--- src/rfdc_pkg.sv ---
// Shared types, constants and helper functions for the radio frame dewhiten/CRC/parse block.
// No dependencies; imported by every module of the block.
`default_nettype none
package rfdc_pkg;

	localparam int MAX_FRAME_BYTES = 64;
	localparam int ADDR_W = $clog2(MAX_FRAME_BYTES);
	localparam int CNT_W = $clog2(MAX_FRAME_BYTES + 1);
	localparam int POS_W = (CNT_W > 7) ? CNT_W : 7;

	localparam logic [15:0] CRC_POLY = 16'h1021;
	localparam logic [15:0] CRC_INIT = 16'h0000;
	localparam logic [8:0] PN9_SEED = 9'h1ff;
	localparam logic [23:0] HDR_LEN_MASK = 24'h00001f;
	localparam logic [23:0] HDR_FLAGS_MASK = 24'h0000e0;
	localparam logic [7:0] HDR_NO_PAYLOAD = 8'h20;
	localparam logic [7:0] F3_SKIP = 8'h01;
	localparam logic [7:0] F3_TEMP = 8'h08;

	localparam logic [4:0] TAG_MSG_NUM = 5'd0;
	localparam logic [4:0] TAG_HDR_LEN = 5'd2;
	localparam logic [4:0] TAG_HDR_FLAGS = 5'd3;
	localparam logic [4:0] TAG_FLAGS3 = 5'd8;
	localparam logic [4:0] TAG_TEMP_TYPE = 5'd9;
	localparam logic [4:0] TAG_MSG_ID = 5'd11;
	localparam logic [4:0] TAG_HDR_CHECK = 5'd12;
	localparam logic [4:0] TAG_RETRY = 5'd13;
	localparam logic [4:0] TAG_TARGET_ACK = 5'd20;

	typedef enum logic [1:0] {
		ST_OK    = 2'd0,
		ST_LONG  = 2'd1,
		ST_SHORT = 2'd2,
		ST_CRC   = 2'd3
	} status_t;

	typedef struct packed {
		status_t          st;
		logic [CNT_W-1:0] len;
	} cmd_t;

	typedef struct packed {
		logic              en;
		logic [ADDR_W-1:0] addr;
		logic [7:0]        data;
	} wr_t;

	typedef struct packed {
		logic       rel;
		logic [4:0] off;
		logic [1:0] nbytes;
		logic       be;
	} field_info_t;

	function automatic logic [8:0] pn9_adv(input logic [8:0] s);
		logic [8:0] r;
		r = s;
		for (int k = 0; k < 8; k++) begin
			r = {r[0] ^ r[5], r[8:1]};
		end
		return r;
	endfunction

	function automatic logic [15:0] crc_byte(input logic [15:0] c, input logic [7:0] b);
		logic [15:0] r;
		r = c ^ {b, 8'h00};
		for (int k = 0; k < 8; k++) begin
			r = r[15] ? ({r[14:0], 1'b0} ^ CRC_POLY) : {r[14:0], 1'b0};
		end
		return r;
	endfunction

	// rel: offset counts from the position after flags3 and its optional part
	function automatic field_info_t field_info(input logic [4:0] tag);
		field_info_t f;
		unique case (tag)
			5'd0:    f = '{1'b0, 5'd2, 2'd1, 1'b0};
			5'd1:    f = '{1'b0, 5'd3, 2'd1, 1'b0};
			5'd2:    f = '{1'b0, 5'd4, 2'd1, 1'b0};
			5'd3:    f = '{1'b0, 5'd4, 2'd1, 1'b0};
			5'd4:    f = '{1'b0, 5'd5, 2'd3, 1'b0};
			5'd5:    f = '{1'b0, 5'd8, 2'd1, 1'b0};
			5'd6:    f = '{1'b0, 5'd9, 2'd1, 1'b0};
			5'd7:    f = '{1'b0, 5'd10, 2'd1, 1'b0};
			5'd8:    f = '{1'b0, 5'd11, 2'd1, 1'b0};
			5'd9:    f = '{1'b0, 5'd12, 2'd1, 1'b0};
			5'd10:   f = '{1'b0, 5'd13, 2'd2, 1'b0};
			5'd11:   f = '{1'b1, 5'd0, 2'd2, 1'b0};
			5'd12:   f = '{1'b1, 5'd2, 2'd2, 1'b1};
			5'd13:   f = '{1'b1, 5'd4, 2'd1, 1'b0};
			5'd14:   f = '{1'b1, 5'd5, 2'd2, 1'b0};
			5'd15:   f = '{1'b1, 5'd7, 2'd2, 1'b0};
			5'd16:   f = '{1'b1, 5'd9, 2'd2, 1'b0};
			5'd17:   f = '{1'b1, 5'd11, 2'd1, 1'b0};
			5'd18:   f = '{1'b1, 5'd12, 2'd1, 1'b0};
			5'd19:   f = '{1'b1, 5'd13, 2'd1, 1'b0};
			5'd20:   f = '{1'b1, 5'd14, 2'd2, 1'b0};
			default: f = '{1'b0, 5'd0, 2'd1, 1'b0};
		endcase
		return f;
	endfunction

endpackage
`default_nettype wire

--- src/rfdc_store.sv ---
// Frame byte store: one write port, one registered read port.
// Depends on rfdc_pkg.
`default_nettype none
module rfdc_store (
	input  wire                           clk,
	input  rfdc_pkg::wr_t                 wr,
	input  wire                           rd_en,
	input  wire  [rfdc_pkg::ADDR_W-1:0]   rd_addr,
	output logic [7:0]                    rd_data
);
	import rfdc_pkg::*;

	logic [7:0] mem_q [MAX_FRAME_BYTES];

	always_ff @(posedge clk) begin
		if (wr.en) begin
			mem_q[wr.addr] <= wr.data;
		end
	end

	always_ff @(posedge clk) begin
		if (rd_en) begin
			rd_data <= mem_q[rd_addr];
		end
	end

endmodule
`default_nettype wire

--- src/rfdc_fifo.sv ---
// Two-entry command queue between the byte front end and the field sequencer.
// Depends on rfdc_pkg.
`default_nettype none
module rfdc_fifo (
	input  wire                  clk,
	input  wire                  arst_n,
	input  wire                  push,
	input  rfdc_pkg::cmd_t       cmd_in,
	input  wire                  pop,
	output rfdc_pkg::cmd_t       cmd_out,
	output logic                 empty,
	output logic                 full
);
	import rfdc_pkg::*;

	cmd_t       ent_q [2];
	logic       wp_q;
	logic       rp_q;
	logic [1:0] cnt_q;

	assign empty   = (cnt_q == 2'd0);
	assign full    = (cnt_q == 2'd2);
	assign cmd_out = ent_q[rp_q];

	always_ff @(posedge clk) begin
		if (push && !full) begin
			ent_q[wp_q] <= cmd_in;
		end
	end

	always_ff @(posedge clk or negedge arst_n) begin
		if (!arst_n) begin
			wp_q  <= 1'b0;
			rp_q  <= 1'b0;
			cnt_q <= 2'd0;
		end else begin
			if (push && !full) begin
				wp_q <= ~wp_q;
			end
			if (pop && !empty) begin
				rp_q <= ~rp_q;
			end
			cnt_q <= cnt_q + 2'(push && !full) - 2'(pop && !empty);
		end
	end

endmodule
`default_nettype wire

--- src/rfdc_front.sv ---
// Byte front end: PN9 dewhitening, length check, CRC16, store writes, frame-end command.
// Depends on rfdc_pkg.
`default_nettype none
module rfdc_front (
	input  wire                  clk,
	input  wire                  arst_n,
	input  wire                  accept,
	input  wire  [7:0]           frame_byte,
	input  wire                  frame_start,
	output rfdc_pkg::wr_t        wr,
	output logic                 push,
	output rfdc_pkg::cmd_t       cmd
);
	import rfdc_pkg::*;

	logic             active_q;
	logic [CNT_W-1:0] count_q;
	logic [CNT_W-1:0] len_q;
	logic [8:0]       lfsr_q;
	logic [15:0]      crc_q;
	logic [7:0]       prev_q;

	logic             act;
	logic [CNT_W-1:0] count_cur;
	logic [8:0]       lfsr_cur;
	logic [15:0]      crc_cur;
	logic [7:0]       b;
	logic [7:0]       len_cur;
	logic             first;
	logic             len_bad;
	logic             crc_run;
	logic             at_end;

	always_comb begin
		act       = frame_start || active_q;
		count_cur = frame_start ? '0 : count_q;
		lfsr_cur  = frame_start ? PN9_SEED : lfsr_q;
		crc_cur   = frame_start ? CRC_INIT : crc_q;
		b         = frame_byte ^ lfsr_cur[7:0];
		first     = (count_cur == '0);
		len_cur   = first ? b : 8'(len_q);
		len_bad   = first && ((b > 8'(MAX_FRAME_BYTES)) || (b < 8'd2));
		crc_run   = (9'(count_cur) + 9'd2) < 9'(len_cur);
		at_end    = (9'(count_cur) + 9'd1) >= 9'(len_cur);

		wr.en     = accept && act && !len_bad;
		wr.addr   = count_cur[ADDR_W-1:0];
		wr.data   = b;

		push      = accept && act && (len_bad || at_end);
		cmd.len   = len_cur[CNT_W-1:0];
		if (len_bad) begin
			cmd.st = (b < 8'd2) ? ST_SHORT : ST_LONG;
		end else if (crc_cur == {prev_q, b}) begin
			cmd.st = ST_OK;
		end else begin
			cmd.st = ST_CRC;
		end
	end

	always_ff @(posedge clk or negedge arst_n) begin
		if (!arst_n) begin
			active_q <= 1'b0;
			count_q  <= '0;
			len_q    <= '0;
			lfsr_q   <= PN9_SEED;
			crc_q    <= CRC_INIT;
		end else if (accept && act) begin
			lfsr_q  <= pn9_adv(lfsr_cur);
			count_q <= count_cur + CNT_W'(1);
			crc_q   <= crc_run ? crc_byte(crc_cur, b) : crc_cur;
			if (first) begin
				len_q <= b[CNT_W-1:0];
			end
			active_q <= !(len_bad || at_end);
		end
	end

	always_ff @(posedge clk) begin
		if (accept && act) begin
			prev_q <= b;
		end
	end

endmodule
`default_nettype wire

--- src/rfdc_back.sv ---
// Field sequencer: emits the status item, then, for an OK frame, reads the store and assembles each field.
// Depends on rfdc_pkg.
`default_nettype none
module rfdc_back (
	input  wire                          clk,
	input  wire                          arst_n,
	input  rfdc_pkg::cmd_t               cmd,
	input  wire                          empty,
	output logic                         pop,
	output logic                         active,
	output logic                         rd_en,
	output logic [rfdc_pkg::ADDR_W-1:0]  rd_addr,
	input  wire  [7:0]                   rd_data,
	output logic                         valid,
	output logic [1:0]                   status,
	output logic [4:0]                   field_tag,
	output logic [23:0]                  field_value,
	output logic                         last
);
	import rfdc_pkg::*;

	typedef enum logic [3:0] {
		B_IDLE = 4'b0001,
		B_RD   = 4'b0010,
		B_ACC  = 4'b0100,
		B_EMIT = 4'b1000
	} bstate_t;

	bstate_t          state_q;
	logic [4:0]       tag_q;
	logic [1:0]       j_q;
	logic [23:0]      acc_q;
	logic [CNT_W-1:0] len_q;
	logic [7:0]       hdr_q;
	logic [7:0]       f3_q;
	logic             inr_q;

	logic             valid_q;
	logic [1:0]       status_q;
	logic [4:0]       tag_out_q;
	logic [23:0]      value_q;
	logic             last_q;

	field_info_t      info;
	logic [4:0]       pos;
	logic [POS_W-1:0] addr;
	logic [7:0]       d;
	logic [23:0]      acc_nxt;
	logic [23:0]      emit_val;
	logic [4:0]       tag_nxt;
	logic             final_f;

	assign valid       = valid_q;
	assign status      = status_q;
	assign field_tag   = tag_out_q;
	assign field_value = value_q;
	assign last        = last_q;
	assign active      = (state_q != B_IDLE);
	assign pop         = (state_q == B_IDLE) && !empty;
	assign rd_en       = (state_q == B_RD);
	assign rd_addr     = addr[ADDR_W-1:0];

	always_comb begin
		info = field_info(tag_q);
		priority if (f3_q == F3_SKIP) begin
			pos = 5'd13;
		end else if (f3_q == F3_TEMP) begin
			pos = 5'd15;
		end else begin
			pos = 5'd12;
		end
		addr = (info.rel ? POS_W'(pos) : '0) + POS_W'(info.off) + POS_W'(j_q);
		d    = inr_q ? rd_data : 8'h00;

		if (info.be) begin
			acc_nxt = {acc_q[15:0], d};
		end else begin
			unique case (j_q)
				2'd0:    acc_nxt = acc_q | {16'h0000, d};
				2'd1:    acc_nxt = acc_q | {8'h00, d, 8'h00};
				2'd2:    acc_nxt = acc_q | {d, 16'h0000};
				default: acc_nxt = acc_q;
			endcase
		end

		if (tag_q == TAG_HDR_LEN) begin
			emit_val = acc_q & HDR_LEN_MASK;
		end else if (tag_q == TAG_HDR_FLAGS) begin
			emit_val = acc_q & HDR_FLAGS_MASK;
		end else begin
			emit_val = acc_q;
		end

		final_f = 1'b0;
		priority if (tag_q == TAG_FLAGS3) begin
			tag_nxt = (acc_q[7:0] == F3_TEMP) ? TAG_TEMP_TYPE : TAG_MSG_ID;
		end else if (tag_q == TAG_HDR_CHECK) begin
			tag_nxt = TAG_RETRY;
			final_f = (hdr_q & HDR_NO_PAYLOAD) != 8'h00;
		end else if (tag_q == TAG_TARGET_ACK) begin
			tag_nxt = TAG_MSG_NUM;
			final_f = 1'b1;
		end else begin
			tag_nxt = tag_q + 5'd1;
		end
	end

	always_ff @(posedge clk or negedge arst_n) begin
		if (!arst_n) begin
			state_q <= B_IDLE;
			valid_q <= 1'b0;
		end else begin
			valid_q <= 1'b0;
			unique case (state_q)
				B_IDLE: begin
					if (!empty) begin
						valid_q <= 1'b1;
						state_q <= (cmd.st == ST_OK) ? B_RD : B_IDLE;
					end
				end
				B_RD:   state_q <= B_ACC;
				B_ACC:  state_q <= ((j_q + 2'd1) == info.nbytes) ? B_EMIT : B_RD;
				B_EMIT: begin
					valid_q <= 1'b1;
					state_q <= final_f ? B_IDLE : B_RD;
				end
				default: state_q <= B_IDLE;
			endcase
		end
	end

	always_ff @(posedge clk) begin
		unique case (state_q)
			B_IDLE: begin
				status_q  <= cmd.st;
				tag_out_q <= TAG_MSG_NUM;
				value_q   <= '0;
				last_q    <= (cmd.st != ST_OK);
				len_q     <= cmd.len;
				tag_q     <= TAG_MSG_NUM;
				j_q       <= 2'd0;
				acc_q     <= '0;
				hdr_q     <= '0;
				f3_q      <= '0;
			end
			B_RD: begin
				inr_q <= addr < POS_W'(len_q);
			end
			B_ACC: begin
				acc_q <= acc_nxt;
				j_q   <= j_q + 2'd1;
			end
			B_EMIT: begin
				status_q  <= ST_OK;
				tag_out_q <= tag_q;
				value_q   <= emit_val;
				last_q    <= final_f;
				if (tag_q == TAG_HDR_LEN) begin
					hdr_q <= acc_q[7:0];
				end
				if (tag_q == TAG_FLAGS3) begin
					f3_q <= acc_q[7:0];
				end
				tag_q <= tag_nxt;
				j_q   <= 2'd0;
				acc_q <= '0;
			end
			default: begin
				j_q <= 2'd0;
			end
		endcase
	end

endmodule
`default_nettype wire

--- src/radio_frame_dewhiten_crc_parse.sv ---
// Top level of the radio frame dewhiten/CRC/parse block.
// Depends on rfdc_pkg, rfdc_front, rfdc_fifo, rfdc_store, rfdc_back.
//
// channel  | handshake          | payload
// ---------+--------------------+------------------------------------------
// input    | start & !busy      | frame_byte[7:0], frame_start
// result   | valid (1 cycle)    | status[1:0], field_tag[4:0],
//          |                    | field_value[23:0], last
//
// A byte is taken when start is high and busy is low. At frame end (or on a
// bad length) busy rises while the sequencer drains: the status item, then,
// per field, a read and an accumulate state per stored byte and an emit state.
// The result side cannot stall; items leave as they are formed.
// After reset the block is idle and takes a start byte at once.
`default_nettype none
module radio_frame_dewhiten_crc_parse (
	input  wire         clk,
	input  wire         arst_n,
	input  wire         start,
	output logic        busy,
	input  wire  [7:0]  frame_byte,
	input  wire         frame_start,
	output logic        valid,
	output logic [1:0]  status,
	output logic [4:0]  field_tag,
	output logic [23:0] field_value,
	output logic        last
);
	import rfdc_pkg::*;

	wr_t               wr;
	logic              push;
	cmd_t              cmd_in;
	cmd_t              cmd_out;
	logic              pop;
	logic              empty;
	logic              full;
	logic              back_active;
	logic              rd_en;
	logic [ADDR_W-1:0] rd_addr;
	logic [7:0]        rd_data;
	logic              accept;

	assign busy   = !empty || full || back_active;
	assign accept = start && !busy;

	rfdc_front u_front (
		.clk         (clk),
		.arst_n      (arst_n),
		.accept      (accept),
		.frame_byte  (frame_byte),
		.frame_start (frame_start),
		.wr          (wr),
		.push        (push),
		.cmd         (cmd_in)
	);

	rfdc_fifo u_fifo (
		.clk     (clk),
		.arst_n  (arst_n),
		.push    (push),
		.cmd_in  (cmd_in),
		.pop     (pop),
		.cmd_out (cmd_out),
		.empty   (empty),
		.full    (full)
	);

	rfdc_store u_store (
		.clk     (clk),
		.wr      (wr),
		.rd_en   (rd_en),
		.rd_addr (rd_addr),
		.rd_data (rd_data)
	);

	rfdc_back u_back (
		.clk         (clk),
		.arst_n      (arst_n),
		.cmd         (cmd_out),
		.empty       (empty),
		.pop         (pop),
		.active      (back_active),
		.rd_en       (rd_en),
		.rd_addr     (rd_addr),
		.rd_data     (rd_data),
		.valid       (valid),
		.status      (status),
		.field_tag   (field_tag),
		.field_value (field_value),
		.last        (last)
	);

endmodule
`default_nettype wire
--- config.mk ---
export PLATFORM = sky130hd
export DESIGN_NAME = radio_frame_dewhiten_crc_parse
export DESIGN_NICKNAME = d
export VERILOG_FILES = /design/src/rfdc_pkg.sv /design/src/rfdc_store.sv /design/src/rfdc_fifo.sv /design/src/rfdc_front.sv /design/src/rfdc_back.sv /design/src/radio_frame_dewhiten_crc_parse.sv
export SDC_FILE = /design/constraint.sdc
export NUM_CORES = 1
export LEC_CHECK = 0
export BUFFER_PORTS_ARGS = -buffer_cell sky130_fd_sc_hd__buf_4
export CAP_MARGIN = 20
export CORE_MARGIN = 2
export CORE_UTILIZATION = 50
export CTS_CLUSTER_SIZE = 10
export DETAILED_ROUTE_END_ITERATION = 10
export GPL_TIMING_DRIVEN = 0
export PLACE_DENSITY_LB_ADDON = 0.3
export SLEW_MARGIN = 5
export SYNTH_ARGS = -nofsm -noshare
export SYNTH_HDL_FRONTEND = slang
export SYNTH_SLANG_ARGS = --single-unit
--- constraint.sdc ---
create_clock -name clk -period 5.6 [get_ports clk]
set_input_delay 0.84 -clock clk [delete_from_list [all_inputs] [get_ports clk]]
set_output_delay 0.84 -clock clk [all_outputs]
set_load 0.01 [all_outputs]
# --- Word-level counts from Yosys, hierarchy flattened ---
# Memory sizes are Yosys's and may differ from the RTL's. A register that Yosys moved wholly into a read port is not among the register bits.
# Cells that the tools add are included.
classes:
  magnitude_cmp: 5
  addsub: 9
  n_reduce_logical: 30
  n_eq_ne: 22
  bitwise: 23
  muxes: 54
op_table:
  columns: ["operator", "n"]
  rows:
  - ["$mux W13", 8]
  - ["$pmux W24 S2", 2]
  - ["$mux W24", 3]
  - ["$pmux W24 S3", 1]
  - ["$mux W16", 2]
  - ["$mux W8", 3]
  - ["$not A3 Y3", 8]
  - ["$or A24 B16 Y24", 1]
  - ["$or A24 B24 Y24", 1]
  - ["$or A24 B8 Y24", 1]
  - ["$mux W5", 4]
  - ["$pmux W5 S2", 2]
  - ["$eq A16 B16 Y1", 1]
  - ["$eq A8 B4 Y1 const B", 2]
  - ["$mux W2", 8]
  - ["$pmux W4 S4", 1]
  - ["$pmux W8 S2", 1]
  - ["$xor A16 B16 Y16", 1]
  - ["$mux W4", 3]
  - ["$pmux W6 S2", 1]
  - ["$eq A5 B2 Y1 const B", 2]
  - ["$eq A5 B4 Y1 const B", 2]
  - ["$ge A9 B8 Y1", 1]
  - ["$lt A9 B8 Y1", 1]
  - ["42 further kinds", 83]
word_totals:
  word_cells: 168
  memories: 3
  mem_bits_rw: 530
  register_bits: 142
  rom_bits: 256
  in_bits: 12
mem_list:
  columns: ["name", "words", "width", "read_ports", "rd_clocked_by_memory_dff", "write_ports", "line", "text"]
  rows:
  - ["u_store.mem_q", 64, 8, 1, 1, 1, "rfdc_store.sv:13", "logic [7:0] mem_q [MAX_FRAME_BYTES];"]
  - ["(name not given)", 32, 8, 1, 1, 0, "rfdc_pkg.sv:76", "unique case (tag)"]
  - ["u_fifo.ent_q", 2, 9, 1, 0, 1, "rfdc_fifo.sv:16", "cmd_t ent_q [2];"]

# --- Longest topological paths before layout ---
# Gate-level depths: netlist (run 1).
logic_depth:
  depth_word: 20
  depth_mapped: 21

# --- Hierarchy ---
# Synthesis (run 1) repeated with hierarchy kept, for this count alone.
hier_totals:
  hier_cells: 1892
  area_unflattened_um2: 29904.9
by_module_without_submodules:
  columns: ["mod", "cells_each", "area_each_um2", "instances", "seq_area_each_um2"]
  rows:
  - ["rfdc_store", 940, 20246.9, 1, 15615.0]
  - ["rfdc_back", 446, 4928.5, 1, 2688.8]
  - ["rfdc_front", 456, 3844.9, 1, 1252.5]
  - ["rfdc_fifo", 48, 863.3, 1, 640.6]
  - ["radio_frame_dewhiten_crc_parse", 2, 21.3, 1, 0.0]

# --- Worst setup path before layout (run 1) ---
# No wires, ideal clock.
synth_path:
  kind: "input -> register"
  start: "input frame_start"
  end: "register u_fifo.cnt_q[1]"
  arrival_time_ns: 5.315
  slack_ns: 0.163
  stages: 14
  required_ns: 5.477
  n_path_buf: 2
  setup_time_ns: 0.123
  cell_sequence: "buf_6 buf_2 nor2_1 xnor2_1 nand2_1 ha_1 o211ai_1 a2111oi_0 or3_1 o21ai_0 inv_1 ha_1 xnor2_1 xnor2_1"
synth_between:
  elab_chain_len: 10
  word_cells_on_any_way: 18
  cone_classes: "add/sub: 3; order compare: 3; mux: 3; bitwise: 1; reduce/logical: 8"
synth_lines:
  columns: ["element", "line", "text"]
  rows:
  - ["start, declared", "radio_frame_dewhiten_crc_parse.sv:22", "input wire frame_start,"]
  - ["$mux W9 *", "rfdc_front.sv:37", "lfsr_cur = frame_start ? PN9_SEED : lfsr_q;"]
  - ["$xor A8 B8 Y8 *", "rfdc_front.sv:39", "b = frame_byte ^ lfsr_cur[7:0];"]
  - ["via u_front.b[7]", "rfdc_front.sv:27", "logic [7:0] b;"]
  - ["$gt A8 B7 Y1 / $lt A8 B2 Y1 (equally long branches)", "rfdc_front.sv:42", "len_bad = first && ((b > 8'(MAX_FRAME_BYTES)) || (b < 8'd2));"]
  - ["$logic_or A1 B1 Y1", "rfdc_front.sv:42", null]
  - ["$logic_and A1 B1 Y1", "rfdc_front.sv:42", null]
  - ["$logic_or A1 B1 Y1 *", "rfdc_front.sv:50", "push = accept && act && (len_bad || at_end);"]
  - ["$logic_and A1 B1 Y1 *", "rfdc_front.sv:50", null]
  - ["$logic_and A1 B1 Y1 *", "rfdc_fifo.sv:43", "cnt_q <= cnt_q + 2'(push && !full) - 2'(pop && !empty);"]
  - ["$add A2 B1 Y2 *", "rfdc_fifo.sv:43", null]
  - ["$sub A2 B1 Y2 *", "rfdc_fifo.sv:43", null]
  - ["end signal, assigned", "rfdc_fifo.sv:43", null]
  - ["end, declared", "rfdc_fifo.sv:19", "logic [1:0] cnt_q;"]
# Mark *: on every way through the listed nets, which the timed path passes. The rest lies on a longest branch.
# A chain may end at the register's enable or synchronous reset.

# --- Worst setup path after layout (run 1) ---
layout_path:
  start: "register u_back.f3_q[7]"
  end: "register u_store.rd_data[3], read port of u_store.mem_q, data pin"
layout_between:
  elab_chain_len: 6
  word_cells_on_any_way: 7
  cone_classes: "add/sub: 2; eq/ne: 2; mux: 3"
layout_lines:
  columns: ["element", "line", "text"]
  rows:
  - ["start, declared", "rfdc_back.sv:35", "logic [7:0] f3_q;"]
  - ["start signal, assigned", "rfdc_back.sv:162", "f3_q <= acc_q[7:0];"]
  - ["$eq A8 B4 Y1", "rfdc_back.sv:67", "end else if (f3_q == F3_TEMP) begin"]
  - ["$mux W2", "rfdc_back.sv:67", null]
  - ["$mux W2 *", "rfdc_back.sv:65", "priority if (f3_q == F3_SKIP) begin"]
  - ["$mux W4 *", "rfdc_back.sv:72", "addr = (info.rel ? POS_W'(pos) : '0) + POS_W'(info.off) + POS_W'(j_q);"]
  - ["$add A7 B5 Y7 *", "rfdc_back.sv:72", null]
  - ["$add A7 B2 Y7 *", "rfdc_back.sv:72", null]
  - ["end, declared", "rfdc_store.sv:9", "output logic [7:0] rd_data"]
# Every way passes the cells marked *; elsewhere a longest branch is shown, timed or not.

==> impl_metrics.toml, run 1 <==
[cts]
insertion_delay_ps = 610
clk_pin_slew_ps = 60
cts.sinks = 619
clock_path_buffers = 3
cts_made_buffers = 72
htree_levels = 3
cts_tree = "yes"
cts_root_buf = "clkbuf_16"

[critical_path]
crit_family = "multiplexers"
r2r_start = "u_back.f3_q[7]"
crit_chain = "nor4_1 > nand4_1 > fa_1 > clkbuf_1 > buf_2 > buf_1 > mux4_2 > mux4_2 > mux2i_1 > a21oi_1"
end_kind = "flip-flop"
path_class = "flip-flop to flip-flop"
r2r_slack_ps = 430
cp.required_ps = 5920
worst_ep_arrival_time_ps = 5480
crit_fanout = 10
critPathSlowestCell = "buf_1"
crit_top_cell = "mux4_2"
critical_path.max_stage_delay_ps = 760
crit_cells = 10
r2r-end = "u_store.rd_data[3]"
r2r_cells = 10
start_kind = "flip-flop"
crit_buf_inv = 3

[floorplanning]
fp.coreArea_mm2 = 0.0527
rows = 84
initial_core_util_pct = 50.7
ioPinCount = 46
die-area_mm2 = 0.0552
fp.dieH_um = 235
dieWidth_um = 235

[finish]
final_cell_count_no_fill = 2510
final_core_util_pct = 57.3
seq_area_mm2 = 0.0183
area_growth_pct = 13.2
final_common_cell = "edfxtp_1"
antenna_cells = 0
nets = 1844
fill_cells = 3962
drive_above_1_share_pct = 18.9
final_cell_mix = "edfxtp_1 (562), nor2_1 (171), mux4_2 (136), clkbuf_1 (87), nand2_1 (86)"
multiInputGateArea_mm2 = 0.00789

[placed_design]
place_congestion = 0.876
dp_cells = 2406
place_hpwl_um = 40600
numPortBuffers = 44

[global_route]
track_usage_pct = 22.1
grt_max_degree = 57
grt_pass1_vias = 15200
grt_pass1_wl_um = 92500
grt_overflow = 0
antenna_found_initial = 0

[timing]
tightest_slew_ps = 1040
maxSlewHeadroom_pct = 30.1
timing.fmax_mhz = 193
grt_setup_unrepaired = "no"
setup_viol = 0
skew_ps = 19.7
drv_slew = 0
fin_crit_sh_pct = 92.3
timing_hold_violations_final = 0
period_needed_ps = 5170

[power]
peakVddDrop_mv = 0.361
cellLeakagePower_uw = 0.0103
power.density_mw_per_mm2 = 558

[routing]
ant_nets = 0
via_count = 15100
drcViolationCount = 0
drt_iter0_markers = 1373
dr.pass1.iters = 6
vias_per_cell = 6.03
wirelength_um = 60700
routedWlPerCell_um = 24.2

[yosys]
synth_edf_count = 562
async_flop_share_pct = 7.92
synth.distinct_cells = 70
ys.flop_type = "edfxtp_1"
synthesis.nets = 1709
ys_seq_area_share_pct = 68.5
ys_warn_count = 0
yosys_register_bits = 619
netlist_area_mm2 = 0.0267
syn_inst = 1657
syn_area_per_cell_um2 = 16.1

[flow_run]
cap_violations = 0

[outcome]
status = "completed"

[hold_path]
hold_class = "input port to async pin"
[through the flow]
| stage | hold slack (ps) | area (µm²) | setup TNS, ps | power, µW | setup WS (ps) |
|---|---|---|---|---|---|
| after CTS | 281 | 30200 | 0 | 16900 | 42.7 |
| after detailed placement | 467 | 28200 | -1340 | 12800 | -136 |
| final | 265 | 30200 | 0 | 16800 | 431 |
| after global placement | 460 | 27900 | -1121830 | 12500 | -2760 |
| after global routing | 298 | 30200 | 0 | 17600 | 99.2 |
| after floorplan | 445 | 26700 | 0 | 10600 | 163 |
[cell usage after synthesis (all sizes together), types with 25 or more instances]
cell,number,area [µm²]
mux4,136,3060
a21oi,58,290
edfxtp,562,16900
o21ai,39,195
xnor2,59,517
inv,40,150
a31oi,32,200
ha,37,463
buf,25,131
and2,29,181
nor2,177,679
clkbuf,67,251
dfrtp,39,976
nand2,86,323
[flip-flops by register name, indices dropped and copies added (netlist names), 7 cells and up]
signal,count
u_back.field_value,24
u_store.rd_data,8
u_front.crc_q,16
u_back.info,8
u_store.mem_q,448
u_front.len_q,7
u_back.acc_q,24
u_back.len_q,7
u_back.f3_q,8
u_front.count_q,7
u_fifo.ent_q,18
u_front.prev_q,8
u_front.lfsr_q,9
[area by class of cell]
cell class | instances | area share [%]
clock inverters | 9 | 0.294
multi-input cells | 902 | 26.1
plain buffers | 92 | 1.28
inverters | 44 | 0.556
repair buffers | 61 | 2.01
well taps | 688 | 2.85
flip-flops and latches | 619 | 60.6
clock buffers | 95 | 6.33
[how the worst max path moves through the flow]
| stage | from | to | slack (ps) |
|---|---|---|---|
| after global placement | frame_start | u_fifo.ent_q[0][0] | -2760 |
| after floorplan | frame_start | u_fifo.cnt_q[1] | 160 |
| after global routing | frame_start | u_fifo.ent_q[0][5] | 100 |
| final | u_back.f3_q[7] | u_store.rd_data[3] | 430 |
| after CTS | u_back.f3_q[7] | u_store.rd_data[7] | 40 |
| after detailed placement | frame_start | u_fifo.cnt_q[1] | -140 |
[layer usage]
| metal | GRT usage (%) | vias to the layer above | routed length (µm) |
|---|---|---|---|
| li1 | - | 6671 | - |
| met5 | 0 | - | 0 |
| met2 | 36.1 | 626 | 29700 |
| met1 | 30.6 | 7748 | 25000 |
| met4 | 6.69 | 0 | 1380 |
| met3 | 3.75 | 102 | 4600 |
[repair_timing]
item                       4_1_cts  5_1_grt
gates resized for setup          0        3
setup endpoints to repair        0        8
buffers inserted                 0        0
hold endpoints to repair         0        0
hold buffers                     0        0
[power by group]
| group | switching (µW) | internal [µW] |
|---|---|---|
| Clock | 1770 | 2380 |
| Combinational | 3680 | 2710 |
| Sequential | 331 | 5980 |
| Total | 5770 | 11100 |
[cell families after synthesis]
logic type / synth area share, %
flip-flops: 68.5
AND/OR/NAND/NOR: 7.46
AO/OA/AOI/OAI: 5.14
multiplexers: 12.4
buffers and inverters: 2.05
XOR/XNOR: 2.46
adder cells (fa/ha/maj): 1.96
[worst reg2reg max path: cells and delay by family (launching register included)]
kind,cells,cell delay [ps]
muxes,3,1640
buffers and inverters,3,1560
and+or+nand+nor,2,630
adders and majority gates,1,510
DFF,1,360
AOI/OAI and AO/OA,1,170
No activity file was read; power rests on OpenSTA's default activity.
==> run 2, diff against run 1 <==
Settings changed: SYNTH_HIERARCHICAL set to 1.
==> run 2 against run 1 <==
Net effect: the flow now finishes with violations (DRC); area after synthesis grew 12%; critical endpoint is now u_store/rd_data[7]; largest power group unchanged; clock skew grew 13 ps; clock power grew 7.2%; power grew 8.9%; setup slack lost 350 ps.
==> impl_metrics.toml, run 2 <==
[timing]
setup_viol = 0
tightest_slew_ps = 1100
skew_ps = 32.2
timing.fmax_mhz = 181
timing_hold_violations_final = 0
grt_setup_unrepaired = "no"
drv_slew = 0
finalSetupTns_ps = 0
maxSlewHeadroom_pct = 26.3
period_needed_ps = 5520
fin_crit_sh_pct = 98.6

[cts]
clk_pin_slew_ps = 60
cts_tree = "yes"
htree_levels = 3
insertion_delay_ps = 620
cts_setup_buffers = 0
clock_path_buffers = 3
cts_made_buffers = 79
cts_root_buf = "clkbuf_16"
cts.sinks = 683

[critical_path]
critPathSlowestCell = "or4b_2"
worst_ep_arrival_time_ps = 5820
critical_path.max_stage_delay_ps = 680
r2r-end = "u_store/rd_data[7]"
path_class = "flip-flop to flip-flop"
crit_chain = "or4b_2 > nor4_1 > nand3b_1 > fa_1 > inv_1 > ha_1 > fa_1 > buf_2 > buf_4 > clkbuf_2 > clkbuf_4 > mux4_2 > o21ai_0 > nand2_1"
start_kind = "flip-flop"
r2r_slack_ps = 80
end_kind = "flip-flop"
crit_top_cell = "fa_1"
r2r_start = "u_back/f3_q[7]"
crit_fanout = 10
r2r_cells = 14
cp.required_ps = 5900

[placed_design]
dp_cells = 2726
place_area_mm2 = 0.0316
place_hpwl_um = 48100
numPortBuffers = 40
place_congestion = 0.921

[yosys]
ys.flop_type = "edfxtp_1"
ys_top_cells_by_count = "edfxtp_1 (626), nor2_1 (193), mux4_2 (126)"
syn_inst = 1892
synth_top_cell_by_area = "edfxtp_1"
ys_seq_area_share_pct = 67.5
synthTopCellsByArea = "edfxtp_1 (63%), mux4_2 (9.5%), dfrtp_1 (3.3%)"
ys_warn_count = 6
synth_edf_count = 626
synth.distinct_cells = 92
synth_most_common_cell = "edfxtp_1"
async_flop_share_pct = 7.17
yosys_register_bits = 683
synth_top_area_share_pct = 62.9
netlist_area_mm2 = 0.0299
syn_area_per_cell_um2 = 15.8
synthesis.nets = 1946

[power]
seqPwrFrac_pct = 37.1
power.switching_uw = 6400
p_clk_share_pct = 24.3
peakVddDrop_mv = 0.265
p_comb_share_pct = 38.6
cellLeakagePower_uw = 0.0115
intPower_uw = 11900
switching_share_pct = 34.9
power.density_mw_per_mm2 = 542

[floorplanning]
die-area_mm2 = 0.0618
rows = 89
initial_core_util_pct = 50.6
ioPinCount = 46
fp.dieH_um = 249
dieWidth_um = 249
fp.coreArea_mm2 = 0.0591

[hold_path]
hold_class = "input port to async pin"

[finish]
final_cell_count_no_fill = 2836
nets = 2087
largest_register_ff_count = 512
antenna_cells = 0
largest-register = "u_store/mem_q"
final_common_cell = "edfxtp_1"
multiInputGateArea_mm2 = 0.00900
drive_above_1_share_pct = 21.1
final_cell_mix = "edfxtp_1 (626), nor2_1 (192), mux4_2 (126), nand2_1 (91), clkbuf_16 (80)"
seq_area_mm2 = 0.0202
area_growth_pct = 13.1
fill_cells = 4439
final_cell_area_mm2 = 0.0338

[flow_run]
cap_violations = 0

[routing]
ant_nets = 0
via_count = 17500
drt_iter0_markers = 2140
wirelength_um = 71300
vias_per_cell = 6.16
routedWlPerCell_um = 25.1
dr.pass1.iters = 8
drcViolationCount = 3

[global_route]
top_usage_layer = "met2"
track_usage_pct = 23.1
use_met2_pct = 37.2
use_met1_pct = 31.7
grt_pass1_wl_um = 108000
antenna_found_initial = 0
grt_pass1_vias = 17600
grt_max_degree = 50
grt_overflow = 0
use_met3_pct = 4.51

[outcome]
status = "complete, but fails checks"
violations = "DRC"
[run 2: changes by cell type after synthesis, moves of 19 or more]
cell	previous run	this run
o21ai_0	36	61
edfxtp_1	562	626
mux2i_1	12	31
clkbuf_1	67	40
mux2_2	11	31
buf_2	12	34
nor2_1	171	193
[run 2: timing repair]
| action | in CTS | in global routing |
|---|---|---|
| hold buffers | 0 | 0 |
| endpoints found under the setup margin | 8 | 7 |
| resized for setup | 9 | 6 |
[run 2: how the worst max path moves through the flow]
stage	start	end	slack, ps	cells after the start
5_1_grt	u_back/f3_q[7]	u_store/rd_data[7]	20	14
6_report	u_back/f3_q[7]	u_store/rd_data[7]	80	14
4_1_cts	u_back/f3_q[7]	u_store/rd_data[7]	100	14
3_5_place_dp	u_back/f3_q[7]	u_store/rd_data[1]	-430	16
2_1_floorplan	frame_start	u_fifo/ent_q[0][0]	40	17
3_3_place_gp	frame_start	u_fifo/ent_q[0][6]	-3110	12
[run 2: through the flow]
step                hold WS, ps  setup slack (ps)  total power (µW)  utilization, %
floorplan                   450              42.4             11500               -
global placement            466             -3110             13600            52.8
detailed placement          475              -434             13900            53.5
CTS                         276              95.8             18300            57.2
global route                319              19.0             19100            57.2
finish                      274              78.3             18300            57.2
[run 2: logic make-up after synthesis]
group | count (synthesis) | synth area share [%]
flip-flops | 683 | 67.5
AND/OR/NAND/NOR | 468 | 7.65
AO/OA/AOI/OAI | 266 | 6.16
multiplexers | 188 | 11.7
buffers and inverters | 164 | 2.75
XOR/XNOR | 81 | 2.37
adder cells (fa/ha/maj) | 42 | 1.83
[run 2: cell type report]
cell class / count / area share [%]
flip-flops and latches: 683 / 59.7
multi-input cells: 1045 / 26.6
clock buffers: 103 / 6.18
well taps: 773 / 2.86
repair buffers: 62 / 1.98
plain buffers: 107 / 1.84
inverters: 55 / 0.611
clock inverters: 8 / 0.174
[run 2: worst max-delay path, delay by kind of cell, from the launching register on]
family	cells	cell delay [ps]
compound gates	1	310
fa+ha+maj	3	1260
buf+inv	5	1410
simple gates	4	1410
flops	1	370
mux	1	430
[run 2: power by group through the flow]
stage | logic [µW] | clock network (µW) | registers, µW
2_1_floorplan | 4600 | 0 | 6870
3_3_place_gp | 6640 | 0 | 6950
3_5_place_dp | 6960 | 0 | 6900
4_1_cts | 7010 | 4530 | 6800
5_1_grt | 7540 | 4720 | 6850
6_report | 7080 | 4450 | 6800
[run 2: routing by layer]
layer  vias up  part of all wire (%)
li1       7559                     -
met1      8979                    41
met2       789                    47
met3       151                   8.6
met4         0                   3.1
met5         -                     0
